[src/rtl/core/pfc_pkg.sv]
`default_nettype none
package pfc_pkg;

  // Register indexes on the configuration port
  localparam int unsigned CFG_IDX_W = 3;

  typedef enum logic [CFG_IDX_W-1:0] {
    REG_SOURCE_KIND   = 3'd0,
    REG_TARGET_FORMAT = 3'd1,
    REG_ALPHA_MASK    = 3'd2,
    REG_RED_MASK      = 3'd3,
    REG_GREEN_MASK    = 3'd4,
    REG_BLUE_MASK     = 3'd5,
    REG_COLOUR_KEY    = 3'd6
  } cfg_idx_t;

  typedef enum logic [2:0] {
    FMT_RGB444   = 3'd0,
    FMT_ARGB4444 = 3'd1,
    FMT_RGB555   = 3'd2,
    FMT_RGB565   = 3'd3,
    FMT_ARGB1555 = 3'd4,
    FMT_RESERVED = 3'd5,
    FMT_RGB888   = 3'd6,
    FMT_ARGB8888 = 3'd7
  } fmt_t;

  typedef enum logic {
    SRC_BGR24    = 1'b0,
    SRC_BITFIELD = 1'b1
  } src_kind_t;

  localparam int unsigned PIXEL_W  = 32;
  localparam int unsigned KEY_W    = 16;
  localparam int unsigned COMP_W   = 8;
  localparam int unsigned NUM_COMP = 4;
  localparam int unsigned TZ_W     = 5;

  // Component slots: alpha, red, green, blue
  localparam int unsigned C_A = 0;
  localparam int unsigned C_R = 1;
  localparam int unsigned C_G = 2;
  localparam int unsigned C_B = 3;

  localparam logic [COMP_W-1:0] ALPHA_OPAQUE   = 8'hFF;
  localparam logic [KEY_W-1:0]  KEY_CLEAR_MASK = 16'h7FFF;

  typedef struct packed {
    logic [3:0] a;
    logic [3:0] r;
    logic [3:0] g;
    logic [3:0] b;
  } comp_widths_t;

  function automatic comp_widths_t fmt_widths(input fmt_t f);
    comp_widths_t w;
    unique case (f)
      FMT_RGB444:   w = '{a: 4'd0, r: 4'd4, g: 4'd4, b: 4'd4};
      FMT_ARGB4444: w = '{a: 4'd4, r: 4'd4, g: 4'd4, b: 4'd4};
      FMT_RGB555:   w = '{a: 4'd0, r: 4'd5, g: 4'd5, b: 4'd5};
      FMT_RGB565:   w = '{a: 4'd0, r: 4'd5, g: 4'd6, b: 4'd5};
      FMT_ARGB1555: w = '{a: 4'd1, r: 4'd5, g: 4'd5, b: 4'd5};
      FMT_RESERVED: w = '{a: 4'd0, r: 4'd0, g: 4'd0, b: 4'd0};
      FMT_RGB888:   w = '{a: 4'd0, r: 4'd8, g: 4'd8, b: 4'd8};
      FMT_ARGB8888: w = '{a: 4'd8, r: 4'd8, g: 4'd8, b: 4'd8};
      default:      w = '{a: 4'd0, r: 4'd0, g: 4'd0, b: 4'd0};
    endcase
    return w;
  endfunction

endpackage
`default_nettype wire

[src/rtl/core/pfc_if.sv]
`default_nettype none
interface pfc_pixel_in_if;
  logic                          valid;
  logic                          ready;
  logic [pfc_pkg::PIXEL_W-1:0]   source_pixel;

  modport source (output valid, output source_pixel, input ready);
  modport sink   (input valid, input source_pixel, output ready);
endinterface

interface pfc_pixel_out_if;
  logic                          valid;
  logic                          ready;
  logic [pfc_pkg::PIXEL_W-1:0]   display_pixel;
  logic                          pixel_written;

  modport source (output valid, output display_pixel, output pixel_written, input ready);
  modport sink   (input valid, input display_pixel, input pixel_written, output ready);
endinterface

interface pfc_cfg_if;
  logic                            valid;
  logic                            ready;
  logic [pfc_pkg::CFG_IDX_W-1:0]   index;
  logic [pfc_pkg::PIXEL_W-1:0]     data;

  modport source (output valid, output index, output data, input ready);
  modport sink   (input valid, input index, input data, output ready);
endinterface
`default_nettype wire

[src/rtl/core/pixel_format_converter.sv]
`default_nettype none
// Pixel format converter: one source pixel word in, one display pixel out.
//
// Channels
//   in_pix  : source pixel requests (valid/ready, source_pixel).
//   out_pix : display pixel requests (valid/ready, display_pixel, pixel_written).
//   cfg_wr  : register writes (valid/ready, index, data); always ready. Write
//             only while no pixel is in flight.
//
// Timing
//   Four register stages: mask and trailing-zero count, component extract,
//   reduce and pack, then keying into the output register. An accepted pixel
//   is registered in each stage in turn and then presented on out_pix. One pixel per cycle
//   is sustained while out_pix.ready stays high; each stage takes a request whenever it is empty or its
//   successor takes its contents, so bubbles are squeezed out while the sink
//   stalls.
//
// Reset (rst_n low, synchronous) empties every stage and sets the registers
// to BGR24 source, ARGB1555 target, zero masks and keying off. When the
// receiver stalls, the output register holds its pixel and the stages behind
// it fill up; in_pix.ready drops only once all four stages are occupied.
module pixel_format_converter (
  input  wire                  clk,
  input  wire                  rst_n,
  pfc_pixel_in_if.sink         in_pix,
  pfc_pixel_out_if.source      out_pix,
  pfc_cfg_if.sink              cfg_wr
);

  localparam int unsigned PW = pfc_pkg::PIXEL_W;
  localparam int unsigned CW = pfc_pkg::COMP_W;
  localparam int unsigned KW = pfc_pkg::KEY_W;
  localparam int unsigned NC = pfc_pkg::NUM_COMP;
  localparam int unsigned TW = pfc_pkg::TZ_W;
  localparam int unsigned RGB_W = 3 * CW;

  // ---------------------------------------------------------------------------
  // Configuration registers
  // ---------------------------------------------------------------------------
  pfc_pkg::src_kind_t       source_kind_r;
  pfc_pkg::fmt_t            target_format_r;
  logic [PW-1:0]            mask_r [NC];
  logic [KW-1:0]            colour_key_r;

  assign cfg_wr.ready = 1'b1;

  always_ff @(posedge clk) begin
    if (!rst_n) begin
      source_kind_r   <= pfc_pkg::SRC_BGR24;
      target_format_r <= pfc_pkg::FMT_ARGB1555;
      for (int c = 0; c < NC; c++) begin
        mask_r[c] <= '0;
      end
      colour_key_r    <= '0;
    end else if (cfg_wr.valid) begin
      unique case (pfc_pkg::cfg_idx_t'(cfg_wr.index))
        pfc_pkg::REG_SOURCE_KIND:   source_kind_r   <= pfc_pkg::src_kind_t'(cfg_wr.data[0]);
        pfc_pkg::REG_TARGET_FORMAT: target_format_r <= pfc_pkg::fmt_t'(cfg_wr.data[2:0]);
        pfc_pkg::REG_ALPHA_MASK:    mask_r[pfc_pkg::C_A] <= cfg_wr.data;
        pfc_pkg::REG_RED_MASK:      mask_r[pfc_pkg::C_R] <= cfg_wr.data;
        pfc_pkg::REG_GREEN_MASK:    mask_r[pfc_pkg::C_G] <= cfg_wr.data;
        pfc_pkg::REG_BLUE_MASK:     mask_r[pfc_pkg::C_B] <= cfg_wr.data;
        pfc_pkg::REG_COLOUR_KEY:    colour_key_r    <= cfg_wr.data[KW-1:0];
        default: ; // drop writes to unused indexes
      endcase
    end
  end

  // Trailing-zero count: isolate the lowest set bit, then encode it.
  // A zero mask gives 0 here; the masked word is zero anyway.
  function automatic logic [TW-1:0] tz_of(input logic [PW-1:0] m);
    logic [PW-1:0] lsb;
    logic [TW-1:0] n;
    lsb = m & (~m + PW'(1));
    n   = '0;
    for (int i = 0; i < PW; i++) begin
      if (lsb[i]) n = n | TW'(i);
    end
    return n;
  endfunction

  function automatic logic [CW-1:0] reduce(input logic [CW-1:0] v, input logic [3:0] w);
    logic [3:0] sh;
    sh = 4'd8 - w;
    return CW'({1'b0, v} >> sh);
  endfunction

  // ---------------------------------------------------------------------------
  // Stage handshake: a stage loads when empty or when its successor loads
  // ---------------------------------------------------------------------------
  logic s1_v_r, s2_v_r, s3_v_r, out_v_r;
  logic rdy1, rdy2, rdy3, rdy4;

  assign rdy4 = !out_v_r || out_pix.ready;
  assign rdy3 = !s3_v_r  || rdy4;
  assign rdy2 = !s2_v_r  || rdy3;
  assign rdy1 = !s1_v_r  || rdy2;

  assign in_pix.ready = rdy1;

  always_ff @(posedge clk) begin
    if (!rst_n) begin
      s1_v_r  <= 1'b0;
      s2_v_r  <= 1'b0;
      s3_v_r  <= 1'b0;
      out_v_r <= 1'b0;
    end else begin
      if (rdy1) s1_v_r  <= in_pix.valid;
      if (rdy2) s2_v_r  <= s1_v_r;
      if (rdy3) s3_v_r  <= s2_v_r;
      if (rdy4) out_v_r <= s3_v_r;
    end
  end

  // ---------------------------------------------------------------------------
  // Stage 1: apply masks, count trailing zeros of each mask
  // ---------------------------------------------------------------------------
  logic [PW-1:0]    s1_masked_r [NC];
  logic [TW-1:0]    s1_tz_r     [NC];
  logic [RGB_W-1:0] s1_px_r;

  always_ff @(posedge clk) begin
    if (rdy1 && in_pix.valid) begin
      for (int c = 0; c < NC; c++) begin
        s1_masked_r[c] <= in_pix.source_pixel & mask_r[c];
        s1_tz_r[c]     <= tz_of(mask_r[c]);
      end
      s1_px_r <= in_pix.source_pixel[RGB_W-1:0];
    end
  end

  // ---------------------------------------------------------------------------
  // Stage 2: shift each masked component down (bitfield) or take the R, G, B bytes (BGR24), keep 8 bits
  // ---------------------------------------------------------------------------
  logic [CW-1:0]    s2_comp_r [NC];
  logic [RGB_W-1:0] s2_px_r;
  logic [CW-1:0]    s2_comp_nxt [NC];

  always_comb begin
    if (source_kind_r == pfc_pkg::SRC_BITFIELD) begin
      for (int c = 0; c < NC; c++) begin
        s2_comp_nxt[c] = CW'(s1_masked_r[c] >> s1_tz_r[c]);
      end
    end else begin
      s2_comp_nxt[pfc_pkg::C_A] = '0;
      s2_comp_nxt[pfc_pkg::C_R] = s1_px_r[3*CW-1:2*CW];
      s2_comp_nxt[pfc_pkg::C_G] = s1_px_r[2*CW-1:CW];
      s2_comp_nxt[pfc_pkg::C_B] = s1_px_r[CW-1:0];
    end
  end

  always_ff @(posedge clk) begin
    if (rdy2 && s1_v_r) begin
      for (int c = 0; c < NC; c++) begin
        s2_comp_r[c] <= s2_comp_nxt[c];
      end
      s2_px_r <= s1_px_r;
    end
  end

  // ---------------------------------------------------------------------------
  // Stage 3: reduce to target widths and pack B, G, R, A from the low end
  // ---------------------------------------------------------------------------
  logic [KW-1:0]        s3_p16_r;
  logic [RGB_W-1:0]     s3_px_r;
  logic [KW-1:0]        s3_p16_nxt;
  pfc_pkg::comp_widths_t wd;
  logic [4:0]           sh_g, sh_r, sh_a;
  logic [PW-1:0]        packed_w;
  logic [KW-1:0]        alpha_fill;

  always_comb begin
    wd   = pfc_pkg::fmt_widths(target_format_r);
    sh_g = 5'(wd.b);
    sh_r = sh_g + 5'(wd.g);
    sh_a = sh_r + 5'(wd.r);
    packed_w = PW'(reduce(s2_comp_r[pfc_pkg::C_B], wd.b))
             | (PW'(reduce(s2_comp_r[pfc_pkg::C_G], wd.g)) << sh_g)
             | (PW'(reduce(s2_comp_r[pfc_pkg::C_R], wd.r)) << sh_r)
             | (PW'(reduce(s2_comp_r[pfc_pkg::C_A], wd.a)) << sh_a);
    // BGR24 source: force the top alpha-width bits high
    alpha_fill = (source_kind_r == pfc_pkg::SRC_BGR24) ? ~({KW{1'b1}} >> wd.a) : '0;
    s3_p16_nxt = packed_w[KW-1:0] | alpha_fill;
  end

  always_ff @(posedge clk) begin
    if (rdy3 && s2_v_r) begin
      s3_p16_r <= s3_p16_nxt;
      s3_px_r  <= s2_px_r;
    end
  end

  // ---------------------------------------------------------------------------
  // Stage 4: colour key, 32-bit pass-through, reserved target; output register
  // ---------------------------------------------------------------------------
  logic [PW-1:0] out_pixel_r, out_pixel_nxt;
  logic          out_written_r, out_written_nxt;

  always_comb begin
    out_written_nxt = 1'b1;
    out_pixel_nxt   = PW'(s3_p16_r);
    if (colour_key_r != '0 && colour_key_r == s3_p16_r) begin
      out_pixel_nxt = PW'(s3_p16_r & pfc_pkg::KEY_CLEAR_MASK);
    end
    if (source_kind_r == pfc_pkg::SRC_BGR24) begin
      case (target_format_r) inside
        pfc_pkg::FMT_RESERVED: begin
          out_pixel_nxt   = '0;
          out_written_nxt = 1'b0;
        end
        pfc_pkg::FMT_RGB888, pfc_pkg::FMT_ARGB8888: begin
          out_pixel_nxt = {pfc_pkg::ALPHA_OPAQUE, s3_px_r};
        end
        default: ;
      endcase
    end
  end

  always_ff @(posedge clk) begin
    if (rdy4 && s3_v_r) begin
      out_pixel_r   <= out_pixel_nxt;
      out_written_r <= out_written_nxt;
    end
  end

  assign out_pix.valid         = out_v_r;
  assign out_pix.display_pixel = out_pixel_r;
  assign out_pix.pixel_written = out_written_r;

  // ---------------------------------------------------------------------------
  // Assertions
  // ---------------------------------------------------------------------------
  a_stall_holds: assert property (@(posedge clk) disable iff (!rst_n)
    out_v_r && !out_pix.ready |=> out_v_r && $stable(out_pixel_r))
    else $error("output pixel lost or changed under stall");

  a_empty_front_ready: assert property (@(posedge clk) disable iff (!rst_n)
    !s1_v_r |-> in_pix.ready)
    else $error("input refused with empty first stage");

  a_no_write_zero: assert property (@(posedge clk) disable iff (!rst_n)
    out_v_r && !out_written_r |-> out_pixel_r == '0)
    else $error("unwritten pixel carries data");

  a_upper_half: assert property (@(posedge clk) disable iff (!rst_n)
    out_v_r && out_pixel_r[PW-1:KW] != '0 |->
      source_kind_r == pfc_pkg::SRC_BGR24 &&
      (target_format_r == pfc_pkg::FMT_RGB888 || target_format_r == pfc_pkg::FMT_ARGB8888))
    else $error("upper half set on a 16-bit result");

  a_key_applied: assert property (@(posedge clk) disable iff (!rst_n)
    out_v_r && colour_key_r[KW-1] && out_pixel_r[PW-1:KW] == '0 && out_written_r |->
      out_pixel_r[KW-1:0] != colour_key_r)
    else $error("colour key match not cleared");

endmodule
`default_nettype wire

[src/flat_wrapper.sv]
// flat-port wrapper written by rule: the top's interface ports become plain ports
module pixel_format_converter_flat 
  (clk, rst_n, in_pix_valid, in_pix_source_pixel, in_pix_ready, out_pix_valid, out_pix_display_pixel, out_pix_pixel_written, out_pix_ready, cfg_wr_valid, cfg_wr_index, cfg_wr_data, cfg_wr_ready);
  pfc_pixel_in_if in_pix_i ();
  pfc_pixel_out_if out_pix_i ();
  pfc_cfg_if cfg_wr_i ();
  input  wire clk;
  input  wire rst_n;
  input wire logic [$bits(in_pix_i.valid)-1:0] in_pix_valid;
  input wire logic [$bits(in_pix_i.source_pixel)-1:0] in_pix_source_pixel;
  output wire logic [$bits(in_pix_i.ready)-1:0] in_pix_ready;
  output wire logic [$bits(out_pix_i.valid)-1:0] out_pix_valid;
  output wire logic [$bits(out_pix_i.display_pixel)-1:0] out_pix_display_pixel;
  output wire logic [$bits(out_pix_i.pixel_written)-1:0] out_pix_pixel_written;
  input wire logic [$bits(out_pix_i.ready)-1:0] out_pix_ready;
  input wire logic [$bits(cfg_wr_i.valid)-1:0] cfg_wr_valid;
  input wire logic [$bits(cfg_wr_i.index)-1:0] cfg_wr_index;
  input wire logic [$bits(cfg_wr_i.data)-1:0] cfg_wr_data;
  output wire logic [$bits(cfg_wr_i.ready)-1:0] cfg_wr_ready;
  assign in_pix_i.valid = in_pix_valid;
  assign in_pix_i.source_pixel = in_pix_source_pixel;
  assign in_pix_ready = in_pix_i.ready;
  assign out_pix_valid = out_pix_i.valid;
  assign out_pix_display_pixel = out_pix_i.display_pixel;
  assign out_pix_pixel_written = out_pix_i.pixel_written;
  assign out_pix_i.ready = out_pix_ready;
  assign cfg_wr_i.valid = cfg_wr_valid;
  assign cfg_wr_i.index = cfg_wr_index;
  assign cfg_wr_i.data = cfg_wr_data;
  assign cfg_wr_ready = cfg_wr_i.ready;
  pixel_format_converter u_core (.clk(clk), .rst_n(rst_n), .in_pix(in_pix_i), .out_pix(out_pix_i), .cfg_wr(cfg_wr_i));
endmodule
[config.mk]
export PLATFORM = sky130hd
export DESIGN_NAME = pixel_format_converter_flat
export DESIGN_NICKNAME = d
export VERILOG_FILES = /design/src/rtl/core/pfc_pkg.sv /design/src/rtl/core/pfc_if.sv /design/src/rtl/core/pixel_format_converter.sv /design/src/flat_wrapper.sv
export SDC_FILE = /design/constraint.sdc
export NUM_CORES = 1
export LEC_CHECK = 0
export BUFFER_PORTS_ARGS = -buffer_cell sky130_fd_sc_hd__buf_2
export CORE_MARGIN = 2
export CORE_UTILIZATION = 49
export DETAILED_ROUTE_END_ITERATION = 16
export PLACE_DENSITY = 0.78
export SETUP_SLACK_MARGIN = 0.1
export SYNTH_ARGS = -nofsm -noshare
export SYNTH_HDL_FRONTEND = slang
export SYNTH_SLANG_ARGS = --single-unit
[constraint.sdc]
create_clock -name clk -period 12.15 [get_ports clk]
set_clock_uncertainty 0.1 [all_clocks]
set_input_delay 1.8225 -clock clk [delete_from_list [all_inputs] [get_ports clk]]
set_output_delay 1.8225 -clock clk [all_outputs]
set_load 0.02 [all_outputs]
# Word level (Yosys, flattened, before mapping)
# Memory sizes are Yosys's and may differ from the RTL's. A register that Yosys moved wholly into a read port is not among the register bits.
# Cells that the tools add are included.
# classes
shifts	12
n_bitwise	21
n_addsub	10
reduce_logical	19
eq_ne	18
n_mux	308
# op_table
operator	count
5-bit 2-to-1 mux	189
32-bit 2-to-1 mux	9
32-bit bitwise AND	8
32-bit by 1-bit adder with 32-bit output (second input constant)	4
4-bit 2-to-1 mux	32
32-bit inverter	4
32-bit by 5-bit >> shifter with 8-bit output	4
16-bit 2-to-1 mux	7
3-bit 2-to-1 mux	23
16-bit OR	3
1-bit 2-to-1 mux	40
8-bit by 5-bit << shifter with 16-bit output	2
8-bit by 4-bit >> shifter with 8-bit output	4
3-bit == test (second input constant)	6
16-bit == test	1
2-bit 2-to-1 mux	8
2-bit by 1-bit inequality test with 1-bit output (second input constant)	8
16-bit inverter	1
8-bit by 16-bit OR with 16-bit output	1
16-bit nonzero test	1
8-bit by 4-bit << shifter with 16-bit output	1
16-bit by 4-bit >> shifter with 16-bit output (first input constant)	1
4-bit subtractor (first input constant)	4
3-bit by 2-bit == test with 1-bit output (second input constant)	2
other kinds (10)	25
# totals
in_bits	72
elab_cells	406
rom_bits	104
mem_count	5
ff_bits	145
mem_bits_rw	308
output_inout_bits	36
# memory_table
name	words	word_bits	rd	rd_clocked_by_memory_dff	write_ports	line	rtl
u_core.mask_r	4	32	4	0	4	pixel_format_converter.sv:42	logic [PW-1:0] mask_r [NC];
u_core.s1_masked_r	4	32	4	0	4	pixel_format_converter.sv:118	logic [PW-1:0] s1_masked_r [NC];
(name not given)	8	13	1	1	0	pfc_pkg.sv:57	unique case (f)
u_core.s2_comp_r	4	8	4	0	4	pixel_format_converter.sv:135	logic [CW-1:0] s2_comp_r [NC];
u_core.s1_tz_r	4	5	4	0	4	pixel_format_converter.sv:119	logic [TW-1:0] s1_tz_r [NC];

# Depth between registers and ports, before layout
# Gate-level depths: netlist of run 1.
# logic_depth
ltp_word	69
ltp_mapped	13
depth_no_buf	10

# Worst setup path after synthesis of run 1
# OpenSTA, ideal clock, no wires.
# synth_path
path_kind	input -> register
start	in out_pix_ready
end	mem u_core.s1_masked_r[0][0] (netlist name) (enable)
stages	3
setup_ns	0.807
setup_slack_ns	0.563
arrival_time_ns	10.680
n_path_buf	0
required_time_ns	11.243
cell_sequence	nor2b_1 -> and2_0 -> a31oi_1
# synth_rtl
item	line	rtl
start: declaration	flat_wrapper.sv:15	input wire logic [$bits(out_pix_i.ready)-1:0] out_pix_ready;
end: declaration	pixel_format_converter.sv:118	

# Worst setup path in the final report of run 1
# layout_path
start	in out_pix_ready
end	out in_pix_ready
# layout_between
elab_chain_cells	4
# layout_rtl
item	line	rtl
1-bit logical OR	pixel_format_converter.sv:94	assign rdy4 = !out_v_r || out_pix.ready;
1-bit logical OR	pixel_format_converter.sv:95	assign rdy3 = !s3_v_r || rdy4;
1-bit logical OR	pixel_format_converter.sv:96	assign rdy2 = !s2_v_r || rdy3;
1-bit logical OR	pixel_format_converter.sv:97	assign rdy1 = !s1_v_r || rdy2;
end: declaration	flat_wrapper.sv:11	output wire logic [$bits(in_pix_i.ready)-1:0] in_pix_ready;
# No other way between the ends.

==> results of run 1 <==
-- stage by stage --
step	std cells	util	hold WS [ns]	setup slack [ns]
global route	2800	0.5509	0.3269	7.103
CTS	2800	0.5509	0.3179	7.234
finish	2808	0.5513	0.3085	7.242
global placement	2712	0.5190	0.3019	7.259
detailed placement	2712	0.5190	0.3045	7.233
floorplan	2030	-	0.3003	0.5633
-- worst reg2reg max path, stage by stage (launching register included) --
cell and delay, ns:
sky130_fd_sc_hd__dfxtp_1 0.78, sky130_fd_sc_hd__ha_1 0.28, sky130_fd_sc_hd__ha_1 0.63, sky130_fd_sc_hd__ha_1 0.41, sky130_fd_sc_hd__a31oi_1 0.22, sky130_fd_sc_hd__xor2_1 0.59, sky130_fd_sc_hd__o21ai_0 0.35, sky130_fd_sc_hd__buf_4 0.27
sky130_fd_sc_hd__o31ai_1 0.30, sky130_fd_sc_hd__a21oi_1 0.08, sky130_fd_sc_hd__a21bo_2 0.22
-- synth_stat cells (9+ instances only) --
library cell | n | area [µm²]
sky130_fd_sc_hd__edfxtp_1 | 422 | 12670
sky130_fd_sc_hd__and2_1 | 261 | 1633
sky130_fd_sc_hd__nand2_1 | 121 | 454.2
sky130_fd_sc_hd__mux2i_1 | 112 | 1121
sky130_fd_sc_hd__mux4_2 | 110 | 2477
sky130_fd_sc_hd__nor2_1 | 103 | 386.6
sky130_fd_sc_hd__a21oi_1 | 92 | 460.4
sky130_fd_sc_hd__clkbuf_1 | 67 | 251.5
sky130_fd_sc_hd__o21ai_0 | 56 | 280.3
sky130_fd_sc_hd__nor3_1 | 48 | 240.2
sky130_fd_sc_hd__mux2_2 | 46 | 518.0
sky130_fd_sc_hd__inv_1 | 45 | 168.9
sky130_fd_sc_hd__nor2b_1 | 35 | 219.0
sky130_fd_sc_hd__buf_2 | 34 | 170.2
sky130_fd_sc_hd__o211ai_1 | 34 | 255.2
sky130_fd_sc_hd__nor4_1 | 33 | 206.5
sky130_fd_sc_hd__dfxtp_1 | 32 | 640.6
sky130_fd_sc_hd__nand3_1 | 25 | 125.1
sky130_fd_sc_hd__nand2b_1 | 23 | 143.9
sky130_fd_sc_hd__a21boi_0 | 19 | 142.6
sky130_fd_sc_hd__a211oi_1 | 17 | 127.6
sky130_fd_sc_hd__a22o_1 | 16 | 140.1
sky130_fd_sc_hd__and3_1 | 15 | 93.84
sky130_fd_sc_hd__nand3b_1 | 15 | 112.6
sky130_fd_sc_hd__xnor2_1 | 15 | 131.4
sky130_fd_sc_hd__buf_4 | 13 | 97.59
sky130_fd_sc_hd__o21a_1 | 13 | 97.59
sky130_fd_sc_hd__xor2_1 | 13 | 113.9
sky130_fd_sc_hd__ha_1 | 12 | 150.1
sky130_fd_sc_hd__o31ai_1 | 12 | 90.09
sky130_fd_sc_hd__nand4_1 | 11 | 68.82
sky130_fd_sc_hd__a31oi_1 | 9 | 56.30
sky130_fd_sc_hd__o21bai_1 | 9 | 67.56
-- where the power goes --
group          switching, mW  internal [mW]  total (mW)
registers             0.0815           1.80        1.89
clock network          0.609          0.886        1.50
logic                  0.293          0.219       0.512
-- flip-flops by register name (all words and copies together) (netlist names), 3 cells and up --
signal / flops
u_core.mask_r: 128
u_core.s1_masked_r: 128
u_core.s2_comp_r: 32
u_core.out_pix.display_pixel: 25
u_core.s1_px_r: 24
u_core.s2_px_r: 24
u_core.s3_px_r: 24
u_core.s1_tz_r: 20
u_core.colour_key_r: 16
u_core.s3_p16_r: 16
u_core.wd: 8
u_core.target_format_r: 3
-- layer usage --
| metal | GRT usage | wire (µm) | vias up | share of wire |
|---|---|---|---|---|
| li1 | - | - | 7882 | - |
| met1 | 0.3516 | 27440 | 8641 | 0.40 |
| met2 | 0.4157 | 31810 | 898 | 0.46 |
| met3 | 0.04595 | 6354 | 161 | 0.092 |
| met4 | 0.1133 | 3723 | 2 | 0.054 |
| met5 | 0 | 13 | - | 0.00019 |
-- kinds of logic (layout without fill, tap and decap cells) --
group	count (synthesis)	after routing
compound gates	360	360
xor+xnor	28	28
fa+ha+maj	12	12
buf+inv	169	267
flops	454	454
mux	269	269
other cells	1	9
simple gates	737	737
-- layout make-up --
class	count	share of cell area
clock inverters	20	0.01050
flip-flops and latches	454	0.4794
diodes	8	0.0007209
multi-input cells	1407	0.3989
well taps	672	0.03028
repair buffers	134	0.02667
clock buffers	68	0.04740
inverters	45	0.006082
-- how the worst max path moves through the flow --
stage	start	to	slack (ns)	cells after the start
detailed placement	out_pix_ready	in_pix_ready	7.23	5
CTS	out_pix_ready	in_pix_ready	7.23	5
global route	out_pix_ready	in_pix_ready	7.10	5
global placement	out_pix_ready	in_pix_ready	7.26	5
floorplan	out_pix_ready	u_core.s1_masked_r[0][0]	0.56	3
finish	out_pix_ready	in_pix_ready	7.24	5
==> run summary, run 1 <==
The run finished with clean final reports. The worst slew margin relative to its limit is 0.1386. The cell area after synthesis is 25110 µm².

For this run, the leading register cell type out of synthesis is sky130_fd_sc_hd__edfxtp_1. In this run the post-CTS setup repair buffer count came out at 0. The class of the most critical setup path is in -> out. Counting the buffers created by CTS gives 47. In this run the mean area of a mapped cell was 12.37 µm². The power per standard cell area is 140.2 nW/µm². The worst-case IR drop observed on VDD is 108.0 µV. The total iterations of the first detailed-routing run is 5. The core region area is 50380 µm².

The sequential cell area is 13310 µm². The worst setup path is launched from an input pin. The number of design-rule violations left by the first detailed-router iteration is 2071. The number of antenna violations at the first check in global routing came to 6. The startpoint identified for the worst register-to-register timing path is u_core.wd[4]. The initial core utilization is 0.4984.

The depth of the most critical reg-to-reg path is 10. In the global route stage, overall resource usage came out at 0.2603. Setup repair after global routing left no endpoint under its margin. Once the clock tree was built, the resizer swapped 0 gates to a different size. The buffer cell driving the clock tree root is sky130_fd_sc_hd__clkbuf_16. The end of the worst hold path is u_core.s3_px_r[11]. In the final timing run, aggregate negative setup slack is 0 ns.

The area overhead of the layout relative to synthesis is 10.62%. The post-synthesis share of cell area spent on xor and xnor gates is 0.009768. The worst hold path startpoint is u_core.s2_px_r[11]. At the worst endpoint, the required time is 10.23 ns.

The area of combinational cells with multiple inputs is 11080 µm². STA classifies the critical path endpoint as an output pin. The floorplan step defined a die boundary enclosing 53060 µm². The final total power came out at 3.894 mW.

The post-route DRC violation count is 0. The number of hold-slack violations in the final timing report is 0. The total routed wirelength is 69.34 mm. The HPWL after detailed placement is 50.85 mm. The fraction of the yosys area taken by sequential cells is 0.5303. Setup slack on the worst reg-to-reg path comes out at 7.80 ns. The routed layout has 17.58k vias. The global-route wire length before repair is 102.7 mm. The post-synthesis share of cell area spent on and, or, nand and nor gates came out at 0.1612. The net count of the finished layout is 2173. For this design, the slowest cell found on the critical path is sky130_fd_sc_hd__and2_0. The deepest level of the CTS H-tree is 2. After synthesis, the largest family of logic cells by area is multiplexers.

In this run the critical register-to-register path is captured at u_core.s3_p16_r[3]. The post-route antenna net violation count came out at 0. The worst hold path belongs to the class reg -> reg. The worst hold path stage count came out at 0. The cell leakage power came out at 9.876 nW.

The most common cell after layout, fill and taps aside is sky130_fd_sc_hd__edfxtp_1. The horizontal die dimension came out at 230.4 µm. The worst path needs 4.908 ns of the cycle, external delays included. The kind of cell adding the most delay to the critical path is simple AND/OR/NAND/NOR gates. For the pin with the worst max-slew slack, the measured transition is 1.289 ns. The count of final setup violators is 0. The count of flip-flops with a built-in enable after synthesis is 422.

The worst-skew pair later-pin latency is 0.61 ns. The detailed-route vias per instance came out at 6.262. After clock tree synthesis, the clock-pin slew on the worst setup and hold paths is 0.06 ns.

The max-slew violation count is 0. The worst endpoint data arrival time is 2.99 ns. The count of unique library cells instantiated by Yosys is 84. The pin count of the biggest net entering global routing is 75.

Across the run, the number of max-cap violations was 0. The flip-flop and latch count after synthesis is 454. The final RePlAce weighted congestion came out at 0.9710. The total grt overflow came out at 0.

Among the stages of the critical path, the cell type that occurs most often is sky130_fd_sc_hd__buf_2. For this run, the slowest stage of the critical path takes 0.52 ns. The adder-cell share of the synthesized area came out at 0.005981. During synthesis, Yosys emitted a total of 0 warnings. The post-synth net total came out at 2114.

Leaving out fill and tap cells, the most frequent cells in the layout are sky130_fd_sc_hd__edfxtp_1 (422), sky130_fd_sc_hd__and2_1 (261), sky130_fd_sc_hd__nand2_1 (121). The count of boundary I/O pins came out at 108. The port buffer count is 106.

The achievable clock frequency came out at 0.2038 GHz. The clock sink count came out at 454. Fill cells in the final layout number 4114. The share of flip-flops with an asynchronous set or reset after synthesis is 0. TritonCTS built the clock tree. The compound-gate portion of the synthesized area is 0.09758. The cell row count is 82. In this run the cell area measured after placement is 26140 µm². The clock passes through at most 3 buffers.

Walking the worst path, the cells encountered are buf_2, nor2b_1, and2_0, nand3_1, buf_2. The number of global-route vias before repair is 16.67k. The number of buffers added to fix hold violations after cts is 0.

The portion of the clock cycle consumed by the worst path in the final layout came out at 0.4039. Counting both buffers and inverters, the worst setup path holds a total of 2. The area of all placed cells without fillers is 27770 µm². After detailed routing, the average wire length per cell comes to 24.69 µm. The vertical extent of the die came out at 230.4 µm.

The mux share of post-synthesis cell area is 0.1646. In this run the worst path has a maximum fanout of 6. The number of cells produced by synthesis came out at 2030. In the final layout, the share of cells above drive strength 1 is 0.1842.
Power figures use the tool's default switching activity.
==> inputs of run 2 (changes only) <==
ABC_AREA = 1   (was not set)
clock period = 4.4 ns   (was 12.15 ns; I/O delays follow)
==> run 2 against run 1 <==
Setup slack got worse by 6.0 ns. Global-route usage rose by 3.2 points. Via count rose by 36%. Power rose to 2.9 times the previous value. Utilization fell by 0.14 points. Highest routed layer unchanged.
==> run summary, run 2 <==
The run finished with clean final reports. The largest fanout on the critical path is 32 (+26). The vertical extent of the die is 235.8 µm (+2.4%). The horizontal die dimension came to 235.8 µm (+2.4%). The clock sink count came to 454 (unchanged). The number of global-route vias before repair came out at 21.61k (+30%). The number of cells produced by synthesis is 3344 (+65%).

The global-route wire length before repair came out at 124.6 mm (+21%). The cell area after synthesis came out at 26320 µm² (+4.8%). The fraction of the yosys area taken by sequential cells is 0.5058 (-0.02453). The cell row count is 84 (+2.4%). The initial core utilization is 0.4979 (about the same).

The total routed wirelength is 83.27 mm (+20%). The half-perimeter wire length after detailed placement came out at 61.72 mm (+21%). The slack of the critical path came out at 1.205 ns (-6.037 ns).

The number of antenna violations at the first check in global routing came out at 2 (-4). The total iterations of the first detailed-routing run came out at 8 (+3). The post-route antenna net violation count came out at 0 (unchanged). The mean cell area of the mapped netlist was 7.872 µm² (-36%). The worst hold path stage count came out at 4 (+4). The library cell used most frequently in the layout, excluding fill and tap cells, is sky130_fd_sc_hd__nand2_1. The sequential share of power came out at 0.468 (-0.016).

Yosys instantiated no cell more often than sky130_fd_sc_hd__nand2_1. The CTS buffer count came to 50 (+6.4%). The worst endpoint data arrival time is 3.42 ns (+0.43 ns). The number of buffers added to fix hold violations after cts is 0 (unchanged). The most used flip-flop cell after synthesis is sky130_fd_sc_hd__edfxtp_1.

The share of flip-flops with an asynchronous set or reset after synthesis came to 0 (unchanged). Setup repair after global routing left no endpoint under its margin. The worst slew margin relative to its limit came out at 0.1845 (+0.04589). The combinational share of power came out at 0.154 (+0.022). The worst vdd rail ir drop came out at 317.4 µV (+190%). The final total negative setup slack was 0 ns (unchanged). The clock transition time at the flip-flop clock pins of the worst setup and hold paths came out at 0.06 ns (about the same). The max-slew violation count came out at 0 (unchanged). The data required time of the worst path came out at 4.63 ns (-5.60 ns). The post-route minimum period is 3.195 ns. The worst-skew pair later-pin latency came to 0.61 ns (about the same). In the finished design, the share of the clock period the worst path needs comes to 0.7262. In the final layout, the registers with the most flip-flops are u_core.mask_r x128, u_core.s1_masked_r x128, u_core.s2_comp_r x32. The number of gates resized after CTS is 0 (unchanged). The cell leakage power came to 13.05 nW (+32%).

The average wire per cell in the routed design is 20.17 µm (-18%). The number of buffers added for setup after CTS is 0 (unchanged). The number of violations of the max-capacitance limit came out at 0 (unchanged). The transition time at the pin with the least slew margin came to 1.220 ns (-0.06953 ns). The placed instance area came out at 27430 µm² (+4.9%).

The internal power came to 7.949 mW (+170%). The count of flip-flops with a built-in enable after synthesis came to 422 (unchanged). The area of all placed cells without fillers is 29070 µm² (+4.7%). The flip-flop and latch count after synthesis came out at 454 (unchanged). The achievable clock frequency came out at 0.3130 GHz. The pin count of the biggest net entering global routing is 78 (+4.0%).

The detailed-route vias per instance is 5.785 (-7.6%). The filler cell count came out at 4794 (+17%). The element type at the critical path end is a flip-flop. The critical path is of the reg -> reg type. The power per standard cell area is 385.8 nW/µm² (+180%). The full die area is 55590 µm² (+4.8%). The count of boundary I/O pins came out at 108 (unchanged). The area overhead of the layout relative to synthesis came out at 10.44%. The synthesized design spends more area on one cell type than any other, namely sky130_fd_sc_hd__edfxtp_1.

The layout cell share with drive strength beyond 1 came to 0.08808 (-0.09613). The post-route DRC violation count came out at 0 (unchanged). The number of design-rule violations left by the first detailed-router iteration was 2998 (+45%). The top cell types in the final layout, fill and taps aside, are sky130_fd_sc_hd__nand2_1 (988), sky130_fd_sc_hd__edfxtp_1 (422), sky130_fd_sc_hd__nand3_1 (375).

The total grt overflow came to 0 (unchanged). The worst setup slack before clock tree synthesis came out at 1.272 ns (-5.961 ns). The depth of the most critical reg-to-reg path came out at 9 (-1).

The worst hold path belongs to the class in -> reg. The number of hold-slack violations in the final timing report came out at 0 (unchanged). The number of nets at the end of the flow is 3485 (+60%). The maximum clock insertion buffer count is 3 (unchanged). The deepest level of the CTS H-tree came out at 2 (unchanged).

The post-synth net total is 3428 (+62%). The root buffer cell chosen for the clock tree is sky130_fd_sc_hd__clkbuf_16. The part of the total power dissipated in the clock network is 0.378 (-0.006). The final standard cell utilization of the core came out at 0.5499 (-0.001398). The port buffer count came out at 106 (unchanged). The total number of vias came out at 23.89k (+36%). The category of the worst setup path launch point is a flip-flop. TritonCTS built the clock tree.

After synthesis, the most frequently instantiated cells are sky130_fd_sc_hd__nand2_1 (988), sky130_fd_sc_hd__edfxtp_1 (422), sky130_fd_sc_hd__nand3_1 (375). The net switching power of the design is 3.266 mW (+230%). The final RePlAce weighted congestion was 1.007 (+3.7%).

The global-route total usage across every layer came out at 0.2928 (+0.03244). The count of final setup violators is 0 (unchanged). The yosys synthesis warning count is 0 (unchanged). Sorting the synthesized cells by area gives the leading types as sky130_fd_sc_hd__edfxtp_1 (48%), sky130_fd_sc_hd__nand2_1 (14%), sky130_fd_sc_hd__nand3_1 (7.1%).

The core region area is 52870 µm² (+4.9%). The top cell type's share of synthesized area was 0.4814 (-0.02334). The count of unique library cells instantiated by Yosys came to 57 (-32%). The switching portion of total power came to 0.2912 (+0.03858).
-- run 2: cell types whose count changed in the layout (fill, tap and decap cells not counted), moves of 109 or more --
cell,previous run,this run
sky130_fd_sc_hd__inv_1,45,362
sky130_fd_sc_hd__and2_1,261,8
sky130_fd_sc_hd__nor2_1,103,372
sky130_fd_sc_hd__mux2i_1,112,3
sky130_fd_sc_hd__mux4_2,110,0
sky130_fd_sc_hd__nand2_1,121,988
sky130_fd_sc_hd__o21ai_0,52,196
sky130_fd_sc_hd__nand3_1,25,375
-- run 2: cell families after synthesis --
group / count (synthesis) / synth area share
AO/OA/AOI/OAI: 374 / 0.07948
flip-flops: 454 / 0.5058
buffers and inverters: 510 / 0.07677
multiplexers: 18 / 0.007558
other: 1 / 0.0001425
XOR/XNOR: 25 / 0.008889
AND/OR/NAND/NOR: 1950 / 0.3157
adder cells (fa/ha/maj): 12 / 0.005704
-- run 2: power by group through the flow --
stage               sequential, mW  combinational [mW]  clock (mW)
floorplan                     5.22                1.21           0
global placement              5.32                1.68           0
detailed placement            5.32                1.68           0
CTS                           5.23                1.69        4.26
global route                  5.26                1.92        4.42
finish                        5.25                1.73        4.24
-- run 2: final timing paths --
| kind | end | startpoint | slack, ns |
|---|---|---|---|
| min reg2reg | u_core.s3_px_r[1] | u_core.s2_px_r[1] | 0.32 |
| min | u_core.out_pix.valid | out_pix_ready | 0.25 |
| max | u_core.s2_comp_r[1][7] | u_core.s1_tz_r[1][0] | 1.20 |
| max reg2reg | u_core.s2_comp_r[1][7] | u_core.s1_tz_r[1][0] | 1.20 |
-- run 2: metal layers --
metal,GRT usage,part of all wire
met1,0.4005,0.40
met3,0.06799,0.12
met2,0.4420,0.43
met5,0,0.00016
met4,0.1368,0.051
-- run 2: layout make-up --
cell class | count | area (µm²) | area share
diodes | 1 | 2.502 | 0.00008608
multi-input cells | 2380 | 11020 | 0.3791
clock buffers | 57 | 1299 | 0.04468
repair buffers | 140 | 823.3 | 0.02832
well taps | 688 | 860.8 | 0.02961
flip-flops and latches | 454 | 13310 | 0.4580
inverters | 375 | 1408 | 0.04842
clock inverters | 34 | 342.8 | 0.01179
-- run 2: worst max-delay path, cell delays in order (launching register included) --
cell	delay [ns]
sky130_fd_sc_hd__edfxtp_1	0.96
sky130_fd_sc_hd__inv_1	0.68
sky130_fd_sc_hd__nand2_1	0.20
sky130_fd_sc_hd__nand2_1	0.10
sky130_fd_sc_hd__o21ai_0	0.15
sky130_fd_sc_hd__inv_1	0.07
sky130_fd_sc_hd__o211ai_1	0.21
sky130_fd_sc_hd__nand3_1	0.10
sky130_fd_sc_hd__o21ai_0	0.26
sky130_fd_sc_hd__nand2_1	0.10
-- run 2: through the flow --
stage	instances	power (mW)	hold slack [ns]
after global routing	4128	11.60	0.2824
after floorplan	3344	6.427	0.3003
final	4129	11.21	0.2478
after global placement	4037	6.996	0.3018
after CTS	4128	11.18	0.2324
after detailed placement	4037	7.005	0.3045
